**config.mk**
```make
export PLATFORM = sky130hd
export DESIGN_NAME = shortest_path_dijkstra_core
export DESIGN_NICKNAME = d
export VERILOG_FILES = /design/src/rtl/core/spd_pkg.sv /design/src/rtl/core/shortest_path_dijkstra_core.sv /design/src/rtl/core/spd_dpath.sv /design/src/rtl/core/spd_ctrl.sv
export SDC_FILE = /design/constraint.sdc
export NUM_CORES = 2
export LEC_CHECK = 0
export ABC_AREA = 0
export BUFFER_PORTS_ARGS = -buffer_cell sky130_fd_sc_hd__buf_4
export CORE_UTILIZATION = 55
export DETAILED_ROUTE_END_ITERATION = 10
export PLACE_DENSITY = 0.7
export RECOVER_POWER = 50
export SLEW_MARGIN = 0
export SYNTH_ARGS = -nofsm -noshare
export SYNTH_HDL_FRONTEND = slang
export SYNTH_SLANG_ARGS = --single-unit
```
**constraint.sdc**
```tcl
create_clock -name clk -period 11.1 [get_ports clk]
set_input_delay 1.11 -clock clk [delete_from_list [all_inputs] [get_ports clk]]
set_output_delay 1.11 -clock clk [all_outputs]
set_load 0.01 [all_outputs]
```
**src/rtl/core/spd_pkg.sv**
```systemverilog
// Package for the shortest-path core: word layouts, request and status codes,
// controller states and the command/status bundles between controller and datapath.
// No dependencies.
package spd_pkg;

	localparam int REQ_TYPE_BITS   = 2;
	localparam int NODE_ID_BITS    = 4;
	localparam int EDGE_COST_BITS  = 12;
	localparam int STATUS_BITS     = 2;
	localparam int PATH_COST_BITS  = 16;
	localparam int NODE_COUNT_BITS = 5;

	localparam logic [NODE_COUNT_BITS-1:0] NODE_COUNT_RST = 5'd5;
	localparam logic [PATH_COST_BITS-1:0]  COST_MAX       = 16'hFFFF;

	// Request codes
	localparam logic [REQ_TYPE_BITS-1:0] REQ_CLEAR = 2'd0;
	localparam logic [REQ_TYPE_BITS-1:0] REQ_ADD   = 2'd1;
	localparam logic [REQ_TYPE_BITS-1:0] REQ_QUERY = 2'd2;

	// Result status codes
	localparam logic [STATUS_BITS-1:0] STATUS_FOUND    = 2'd0;
	localparam logic [STATUS_BITS-1:0] STATUS_UNREACH  = 2'd1;
	localparam logic [STATUS_BITS-1:0] STATUS_BAD_NODE = 2'd2;

	typedef struct packed {
		logic [REQ_TYPE_BITS-1:0]  req_type;
		logic [NODE_ID_BITS-1:0]   node_a;
		logic [NODE_ID_BITS-1:0]   node_b;
		logic [EDGE_COST_BITS-1:0] edge_cost;
	} req_word_t;

	typedef struct packed {
		logic [STATUS_BITS-1:0]    status;
		logic [PATH_COST_BITS-1:0] path_cost;
	} rsp_word_t;

	typedef enum logic [3:0] {
		S_SWEEP,
		S_IDLE,
		S_ADD_RD,
		S_ADD_WR1,
		S_ADD_WR2,
		S_SETTLE,
		S_RELAX,
		S_DRAIN,
		S_DONE
	} ctrl_state_t;

	typedef struct packed {
		logic                   sweep_step;
		logic                   load_req;
		logic                   q_init;
		logic                   add_wr1;
		logic                   add_wr2;
		logic                   settle;
		logic                   relax_step;
		logic                   next_round;
		logic                   res_set;
		logic [STATUS_BITS-1:0] res_status;
	} dp_cmd_t;

	typedef struct packed {
		logic nodes_ok;
		logic sweep_last;
		logic v_last;
		logic pipe_busy;
		logic found;
		logic at_target;
	} dp_stat_t;

endpackage

```
**src/rtl/core/shortest_path_dijkstra_core.sv**
```systemverilog
// Shortest-path core top: controller, datapath and the response register. Add loads the request,
// reads the edge, then writes both directions; clear sweeps all 2^(2*clog2(NODES)) edge entries.
// Query: for each settled node, settle it, scan its edge row up to the node limit and drain the
// relax pipeline; a bad id ends at once. A new request is taken only once the core is back in idle.
// Reset: arst_n clears control state and node_count to 5, then runs the edge clear sweep
// (same length as a clear) with req_stall high; config writes are taken throughout.
module shortest_path_dijkstra_core #(
	parameter int NODES       = 16,
	parameter int WEIGHT_BITS = 12
) (
	input  logic                                clk,
	input  logic                                arst_n,
	input  logic                                cfg_wr_en,
	input  logic [spd_pkg::NODE_COUNT_BITS-1:0] cfg_wr_data,
	input  logic                                req_valid,
	output logic                                req_stall,
	input  spd_pkg::req_word_t                  req_word,
	output logic                                rsp_valid,
	input  logic                                rsp_stall,
	output spd_pkg::rsp_word_t                  rsp_word
);
	import spd_pkg::*;

	dp_cmd_t   cmd;
	dp_stat_t  stat;
	rsp_word_t result;
	logic      post;
	logic      rsp_busy;
	logic      rsp_valid_q;
	rsp_word_t rsp_word_q;

	// The response slot stays busy only while a held word is still stalled
	assign rsp_busy = rsp_valid_q && rsp_stall;

	// Controller: walks clear, add and search sequences, one request word at a time
	spd_ctrl u_ctrl (
		.clk       (clk),
		.arst_n    (arst_n),
		.req_valid (req_valid),
		.req_type  (req_word.req_type),
		.rsp_busy  (rsp_busy),
		.stat      (stat),
		.cmd       (cmd),
		.req_stall (req_stall),
		.post      (post)
	);

	// Datapath: edge memory, distances, relax pipeline and result word
	spd_dpath #(
		.NODES       (NODES),
		.WEIGHT_BITS (WEIGHT_BITS)
	) u_dpath (
		.clk         (clk),
		.arst_n      (arst_n),
		.cfg_wr_en   (cfg_wr_en),
		.cfg_wr_data (cfg_wr_data),
		.req_word    (req_word),
		.cmd         (cmd),
		.stat        (stat),
		.result      (result)
	);

	// Response register: load on post, drop valid once the word is taken.
	// A new request can be taken while a finished word still waits here.
	always_ff @(posedge clk or negedge arst_n) begin
		if (!arst_n) begin
			rsp_valid_q <= 1'b0;
		end else if (post) begin
			rsp_valid_q <= 1'b1;
		end else if (!rsp_stall) begin
			rsp_valid_q <= 1'b0;
		end
	end

	// Hold the payload while stalled; only post changes it
	always_ff @(posedge clk) begin
		if (post) begin
			rsp_word_q <= result;
		end
	end

	assign rsp_valid = rsp_valid_q;
	assign rsp_word  = rsp_word_q;

`ifndef NO_ASSERTIONS
	// Never overwrite a response word that is still stalled
	post_into_free_slot: assert property (@(posedge clk) disable iff (!arst_n)
		post |-> (!rsp_valid || !rsp_stall))
		else $error("response posted over a stalled word");

	// Only a found path carries a cost
	cost_only_when_found: assert property (@(posedge clk) disable iff (!arst_n)
		rsp_valid |-> ((rsp_word.status == STATUS_FOUND) || (rsp_word.path_cost == '0)))
		else $error("nonzero cost on a failed query");

	// Memory-touching commands are mutually exclusive
	one_step_at_a_time: assert property (@(posedge clk) disable iff (!arst_n)
		$onehot0({cmd.sweep_step, cmd.add_wr1, cmd.add_wr2, cmd.settle,
			cmd.relax_step, cmd.next_round}))
		else $error("overlapping datapath commands");

	// Requests are taken only with the relax pipeline empty
	idle_means_drained: assert property (@(posedge clk) disable iff (!arst_n)
		!req_stall |-> !stat.pipe_busy)
		else $error("request taken while relax pipeline busy");
`endif

endmodule

```
**src/rtl/core/spd_dpath.sv**
```systemverilog
// Datapath of the shortest-path core: node_count register, edge memory,
// distance memory, relax pipeline and minimum tracker, result register.
// Depends on spd_pkg.
module spd_dpath #(
	parameter int NODES       = 16,
	parameter int WEIGHT_BITS = 12
) (
	input  logic                                clk,
	input  logic                                arst_n,
	input  logic                                cfg_wr_en,
	input  logic [spd_pkg::NODE_COUNT_BITS-1:0] cfg_wr_data,
	input  spd_pkg::req_word_t                  req_word,
	input  spd_pkg::dp_cmd_t                    cmd,
	output spd_pkg::dp_stat_t                   stat,
	output spd_pkg::rsp_word_t                  result
);
	import spd_pkg::*;

	localparam int NB         = $clog2(NODES);
	localparam int ADDR_BITS  = 2 * NB;
	localparam int EDGE_DEPTH = 1 << ADDR_BITS;
	localparam int DIST_BITS  = WEIGHT_BITS + NB;
	localparam int LIM_BITS   = ($clog2(NODES + 1) > NODE_COUNT_BITS) ?
		$clog2(NODES + 1) : NODE_COUNT_BITS;
	localparam int CMP_BITS   = (DIST_BITS > PATH_COST_BITS) ? DIST_BITS : PATH_COST_BITS;

	logic [NODE_COUNT_BITS-1:0] node_count_q;
	logic [LIM_BITS-1:0]        lim;

	logic [NB-1:0]          a_q, b_q, a_in;
	logic [WEIGHT_BITS-1:0] w_q;
	logic                   add_upd, add_upd_q;

	logic [WEIGHT_BITS:0] edge_mem [EDGE_DEPTH];
	logic [WEIGHT_BITS:0] edge_rd_s1;
	logic                 edge_we;
	logic [ADDR_BITS-1:0] edge_wa, edge_ra;
	logic [WEIGHT_BITS:0] edge_wd;
	logic [ADDR_BITS-1:0] sweep_q;

	logic [DIST_BITS-1:0] dist_mem [NODES];
	logic [DIST_BITS-1:0] dist_rd_s1;

	logic [NODES-1:0]     reached_q, settled_q;
	logic [NB-1:0]        u_q, v_q, v_s1, v_s2, min_v_q;
	logic [DIST_BITS-1:0] du_q, min_d_q;
	logic                 found_q;
	logic                 valid_s1, valid_s2;

	logic                 upd_s1, cand_s1, cand_s2;
	logic [DIST_BITS-1:0] d_s1, new_d_s1, cand_d_s2;

	logic [CMP_BITS-1:0]       du_ext;
	logic [PATH_COST_BITS-1:0] cost_sat;
	rsp_word_t                 res_q;

	// Node limit and request checks
	always_ff @(posedge clk or negedge arst_n) begin
		if (!arst_n) begin
			node_count_q <= NODE_COUNT_RST;
		end else if (cfg_wr_en) begin
			node_count_q <= cfg_wr_data;
		end
	end

	assign lim = (LIM_BITS'(node_count_q) < LIM_BITS'(NODES)) ?
		LIM_BITS'(node_count_q) : LIM_BITS'(NODES);
	assign a_in = NB'(req_word.node_a);

	assign stat.nodes_ok = (LIM_BITS'(req_word.node_a) < lim) &&
		(LIM_BITS'(req_word.node_b) < lim);

	always_ff @(posedge clk) begin
		if (cmd.load_req) begin
			a_q <= a_in;
			b_q <= NB'(req_word.node_b);
			w_q <= WEIGHT_BITS'(req_word.edge_cost);
		end
		if (cmd.add_wr1) begin
			add_upd_q <= add_upd;
		end
	end

	// Edge memory: sweep clears, add does read-compare-write, relax reads a row
	assign add_upd = !edge_rd_s1[WEIGHT_BITS] || (w_q < edge_rd_s1[WEIGHT_BITS-1:0]);
	assign edge_ra = cmd.relax_step ? {u_q, v_q} : {a_q, b_q};

	always_comb begin
		edge_we = 1'b0;
		edge_wa = sweep_q;
		edge_wd = {1'b0, w_q};
		if (cmd.sweep_step) begin
			edge_we = 1'b1;
		end else if (cmd.add_wr1) begin
			edge_we = add_upd;
			edge_wa = {a_q, b_q};
			edge_wd = {1'b1, w_q};
		end else if (cmd.add_wr2) begin
			edge_we = add_upd_q;
			edge_wa = {b_q, a_q};
			edge_wd = {1'b1, w_q};
		end
	end

	always_ff @(posedge clk) begin
		if (edge_we) begin
			edge_mem[edge_wa] <= edge_wd;
		end
		edge_rd_s1 <= edge_mem[edge_ra];
	end

	always_ff @(posedge clk or negedge arst_n) begin
		if (!arst_n) begin
			sweep_q <= '0;
		end else if (cmd.sweep_step) begin
			sweep_q <= sweep_q + ADDR_BITS'(1);
		end
	end
	assign stat.sweep_last = &sweep_q;

	// Relax stage: settled u against row entry v
	assign d_s1     = du_q + DIST_BITS'(edge_rd_s1[WEIGHT_BITS-1:0]);
	assign upd_s1   = valid_s1 && edge_rd_s1[WEIGHT_BITS] && !settled_q[v_s1] &&
		(!reached_q[v_s1] || (d_s1 < dist_rd_s1));
	assign new_d_s1 = upd_s1 ? d_s1 : dist_rd_s1;
	assign cand_s1  = valid_s1 && (reached_q[v_s1] || upd_s1) && !settled_q[v_s1];

	always_ff @(posedge clk) begin
		if (upd_s1) begin
			dist_mem[v_s1] <= d_s1;
		end
		dist_rd_s1 <= dist_mem[v_q];
	end

	always_ff @(posedge clk or negedge arst_n) begin
		if (!arst_n) begin
			reached_q <= '0;
			settled_q <= '0;
			valid_s1  <= 1'b0;
			valid_s2  <= 1'b0;
			found_q   <= 1'b0;
			v_q       <= '0;
		end else begin
			valid_s1 <= cmd.relax_step;
			valid_s2 <= valid_s1;
			if (cmd.q_init) begin
				reached_q <= NODES'(1) << a_in;
				settled_q <= '0;
			end else begin
				if (cmd.settle) begin
					settled_q[u_q] <= 1'b1;
				end
				if (upd_s1) begin
					reached_q[v_s1] <= 1'b1;
				end
			end
			if (cmd.settle) begin
				v_q     <= '0;
				found_q <= 1'b0;
			end else begin
				if (cmd.relax_step) begin
					v_q <= v_q + NB'(1);
				end
				if (valid_s2 && cand_s2 && (!found_q || (cand_d_s2 < min_d_q))) begin
					found_q <= 1'b1;
				end
			end
		end
	end

	// Minimum tracker, strict less-than keeps the lowest index on ties
	always_ff @(posedge clk) begin
		v_s1      <= v_q;
		v_s2      <= v_s1;
		cand_s2   <= cand_s1;
		cand_d_s2 <= new_d_s1;
		if (!cmd.settle && valid_s2 && cand_s2 && (!found_q || (cand_d_s2 < min_d_q))) begin
			min_v_q <= v_s2;
			min_d_q <= cand_d_s2;
		end
		if (cmd.q_init) begin
			u_q  <= a_in;
			du_q <= '0;
		end else if (cmd.next_round) begin
			u_q  <= min_v_q;
			du_q <= min_d_q;
		end
	end

	assign stat.v_last    = (LIM_BITS'(v_q) == (lim - LIM_BITS'(1)));
	assign stat.pipe_busy = valid_s1 || valid_s2;
	assign stat.found     = found_q;
	assign stat.at_target = (u_q == b_q);

	// Result register, cost clamps to the field range
	assign du_ext   = CMP_BITS'(du_q);
	assign cost_sat = (du_ext > CMP_BITS'(COST_MAX)) ? COST_MAX : PATH_COST_BITS'(du_q);

	always_ff @(posedge clk) begin
		if (cmd.res_set) begin
			res_q.status    <= cmd.res_status;
			res_q.path_cost <= (cmd.res_status == STATUS_FOUND) ? cost_sat : '0;
		end
	end
	assign result = res_q;

endmodule

```
**src/rtl/core/spd_ctrl.sv**
```systemverilog
// Controller of the shortest-path core: sequences sweep, add and search steps.
// Depends on spd_pkg.
module spd_ctrl (
	input  logic                              clk,
	input  logic                              arst_n,
	input  logic                              req_valid,
	input  logic [spd_pkg::REQ_TYPE_BITS-1:0] req_type,
	input  logic                              rsp_busy,
	input  spd_pkg::dp_stat_t                 stat,
	output spd_pkg::dp_cmd_t                  cmd,
	output logic                              req_stall,
	output logic                              post
);
	import spd_pkg::*;

	ctrl_state_t state_q, state_d;

	always_ff @(posedge clk or negedge arst_n) begin
		if (!arst_n) begin
			state_q <= S_SWEEP;
		end else begin
			state_q <= state_d;
		end
	end

	always_comb begin
		state_d   = state_q;
		cmd       = '0;
		req_stall = 1'b1;
		post      = 1'b0;
		case (state_q)
			S_SWEEP: begin
				cmd.sweep_step = 1'b1;
				if (stat.sweep_last) begin
					state_d = S_IDLE;
				end
			end
			S_IDLE: begin
				req_stall = 1'b0;
				if (req_valid) begin
					case (req_type)
						REQ_CLEAR: begin
							state_d = S_SWEEP;
						end
						REQ_ADD: begin
							if (stat.nodes_ok) begin
								cmd.load_req = 1'b1;
								state_d      = S_ADD_RD;
							end
						end
						REQ_QUERY: begin
							cmd.load_req = 1'b1;
							if (stat.nodes_ok) begin
								cmd.q_init = 1'b1;
								state_d    = S_SETTLE;
							end else begin
								cmd.res_set    = 1'b1;
								cmd.res_status = STATUS_BAD_NODE;
								state_d        = S_DONE;
							end
						end
						default: begin
						end
					endcase
				end
			end
			S_ADD_RD: begin
				state_d = S_ADD_WR1;
			end
			S_ADD_WR1: begin
				cmd.add_wr1 = 1'b1;
				state_d     = S_ADD_WR2;
			end
			S_ADD_WR2: begin
				cmd.add_wr2 = 1'b1;
				state_d     = S_IDLE;
			end
			S_SETTLE: begin
				cmd.settle = 1'b1;
				if (stat.at_target) begin
					cmd.res_set    = 1'b1;
					cmd.res_status = STATUS_FOUND;
					state_d        = S_DONE;
				end else begin
					state_d = S_RELAX;
				end
			end
			S_RELAX: begin
				cmd.relax_step = 1'b1;
				if (stat.v_last) begin
					state_d = S_DRAIN;
				end
			end
			S_DRAIN: begin
				if (!stat.pipe_busy) begin
					if (stat.found) begin
						cmd.next_round = 1'b1;
						state_d        = S_SETTLE;
					end else begin
						cmd.res_set    = 1'b1;
						cmd.res_status = STATUS_UNREACH;
						state_d        = S_DONE;
					end
				end
			end
			S_DONE: begin
				if (!rsp_busy) begin
					post    = 1'b1;
					state_d = S_IDLE;
				end
			end
			default: begin
				state_d = S_SWEEP;
			end
		endcase
	end

endmodule
```
==> metrics.txt <==
Hold Startpoint req_word[0]; unrepaired setup endpoints after global routing false; syn_nets approximately 9000; drt wl/cell about 34 um; Final Core Density 62.0%; clock skew 0.0523 ns; Chip Width approximately 520 um; Post-Layout Cell Count 13100; cells on worst reg2reg path 3; layout filler cell count 18800; DRT iter0 DRCs 14400; CTS tree yes; synthesized area between 100000 and 150000 um^2; Slew HR -490%; Seq/Total Area, Yosys 75.4%; failing checks max-capacitance violations, max-slew violations; post-placement setup slack around 4.3 ns; max cap viols 37; Bufs on Longest Clock Path 4; Final HPWL DP 257 mm; Hold Path Class input pin to flop; largest net degree at the start of global routing 201; DR vias 89300; vias in the first global route 85500; crit path max fanout 90; Die ar. 274000 um^2; hold depth 1; fmax 0.113 GHz; commonest non-fill, non-tap cell in the layout edfxtp_1; worst setup path class flop to flop; routed vias/inst 6.84; Initial Utilization 55.3%; Net Sw Frac 28.0%; Port Buffer Count 51; most frequent cells in the layout 3665 x edfxtp_1, 1065 x nand2_1, 576 x mux2i_1; Least-Margin Pin Slew 8.85 ns; fin crit period 8.82 ns; Final Cycle Share 79.4%; FF-to-FF Start u_dpath.w_q[8]; Logic pwr share between 10% and 20%; Hold Slack 0.393 ns; clk_lat worst skew 0.92 ns; final net count 9295; Flop pwr share 48.8%; status finished with violations; critical path startpoint category flop; CORE AREA 271000 um^2; fraction of layout cells with a size suffix above 1 17.0%; Power Total roughly 35 mW; Synth Instances 8913; Final Worst Setup Slack 2.28 ns; first-pass iteration count of the detailed router 9; Psw 9.69 mW; area delta synth->final 12.2%; GRT Total Usage 32.0%; capture point of the worst reg-to-reg path u_dpath.edge_mem[156][8]; WHS Endpoint u_dpath.w_q[0]; first-pass GRT wire length 625 mm; Ys Warns 0; clock power share 35.3%; PostCTS Resize Cnt 0; Avg Inst Size Synth 16.8 um^2; post-route ant nets 0; drt drc 0; overflow left after global routing 0; clock slew at reported path FFs 0.06 ns; final hold vios 0; Site Rows between 150 and 200; Async SR Flop Fraction 1.50%; final setup fails 0; clk root buf clkbuf_16; Placed Area 157000 um^2; highest ir drop seen on vdd 0.386 mV; #FFs+latches synth 3792; Internal 25.0 mW; Post-synth EDFFs 3665; number of antenna violations at the first check in global routing 19; flop-to-flop setup slack 2.28 ns; Synth cell types 93; IO Pins 52; Num CTS Buffers 368; CTS H-Tree Depth 5; Clock Sinks roughly 3800; Routed WL 443 mm; Worst Path Required 11.64 ns; Setup crit end kind flop; Post-synth top flop edfxtp_1; hold_buf cts 0; pwr dens roughly 210 nW/um^2; Slew Limit Fails between 2000 and 3000; Die Ht 524 um; setup TNS 0 ns; routability-driven placement congestion ratio 0.923; Final Cell Area 168000 um^2; Post-CTS Setup Bufs 0; CP Data Arrival Time 9.36 ns; LEAKAGE 54.9 nW; placed cells 12400
[state kept, by name, summed over array words and instances (netlist names), 5 cells and up]
name / cells
u_dpath.edge_mem: 3328
u_dpath.dist_mem: 256
rsp_word: 18
u_dpath.result: 18
u_dpath.cand_d_s2: 16
u_dpath.dist_rd_s1: 16
u_dpath.du_ext: 16
u_dpath.min_d_q: 16
u_dpath.reached_q: 16
u_dpath.settled_q: 16
u_dpath.edge_rd_s1: 13
u_dpath.w_q: 12
u_dpath.sweep_q: 8
u_dpath.node_count_q: 5
[critical path, cell delays in order (launching register included)]
cell      delay (ns)
edfxtp_1        0.62
clkbuf_1        3.24
clkbuf_1        3.24
buf_4           1.05
[cell type report]
type / count / area, um^2 / share of cell area (%)
sequential: 3792 / 113000 / 67.2
multi-input combinational: 4501 / 35200 / 21.0
clock buffer: 456 / 9740 / 5.80
tap: 3570 / 4470 / 2.66
timing repair buffer: 470 / 3440 / 2.05
clock inverter: 205 / 1880 / 1.12
inverter: 63 / 251 / 0.150
antenna: 5 / 12.5 / 0.00745
[cells in the mapped netlist (24+ instances only)]
cell type / number / area share [%]
edfxtp_1: 3665 / 74
nand2_1: 1085 / 2.7
mux2i_1: 585 / 3.9
a21oi_1: 573 / 1.9
nor3_1: 381 / 1.3
mux4_2: 345 / 5.2
clkbuf_1: 232 / 0.58
o21ai_0: 198 / 0.66
o22ai_1: 160 / 0.67
buf_2: 154 / 0.52
nor2_1: 131 / 0.33
o221ai_1: 115 / 0.67
nor4_1: 92 / 0.38
nand3_1: 82 / 0.27
a221oi_1: 70 / 0.41
dfxtp_1: 70 / 0.94
ha_1: 66 / 0.55
inv_1: 61 / 0.15
a211oi_1: 55 / 0.28
dfrtp_1: 55 / 0.92
buf_6: 53 / 0.40
a2111oi_0: 52 / 0.30
buf_4: 52 / 0.26
a22oi_1: 50 / 0.25
a31oi_1: 44 / 0.18
buf_1: 41 / 0.10
o211ai_1: 39 / 0.20
mux2_2: 31 / 0.23
nand4_1: 29 / 0.12
a221o_1: 27 / 0.18
a21o_1: 24 / 0.12
[routing by layer]
metal	share of wire [%]	vias up	routed length (um)	global-route usage [%]
met5	0.020	-	89	0
met4	5.6	14	24900	15.4
met3	14	1225	61400	8.72
met2	45	6909	199000	48.4
met1	36	45200	158000	43.4
li1	-	36000	-	-
[kinds of logic after synthesis]
kind of cell	share of synthesized area, %
multiplexers	9.38
XOR/XNOR	0.170
AND/OR/NAND/NOR	5.69
adder cells (fa/ha/maj)	0.565
AO/OA/AOI/OAI	6.49
buffers and inverters	2.28
flip-flops	75.4
[power by group through the flow]
stage / logic (mW) / clock network, mW / registers [mW]
final: 5.49 / 12.2 / 16.9
after global routing: 5.69 / 12.8 / 16.9
after CTS: 5.39 / 12.3 / 16.9
after detailed placement: 5.37 / 0 / 17.2
after global placement: 5.24 / 0 / 17.2
after floorplan: 2.95 / 0 / 17.1
[worst max path at each step]
| stage | startpoint | to | slack [ns] |
|---|---|---|---|
| floorplan | u_dpath.w_q[5] | u_dpath.edge_mem[136][0] | 4.46 |
| global placement | u_ctrl.state_q[3] | u_dpath.edge_rd_s1[6] | 3.82 |
| detailed placement | u_ctrl.state_q[3] | u_dpath.edge_rd_s1[4] | 4.34 |
| CTS | u_ctrl.state_q[3] | u_dpath.edge_rd_s1[4] | 4.33 |
| global route | u_dpath.w_q[5] | u_dpath.edge_mem[156][5] | 2.17 |
| finish | u_dpath.w_q[8] | u_dpath.edge_mem[156][8] | 2.28 |
No activity file was read; power rests on OpenSTA's default activity.
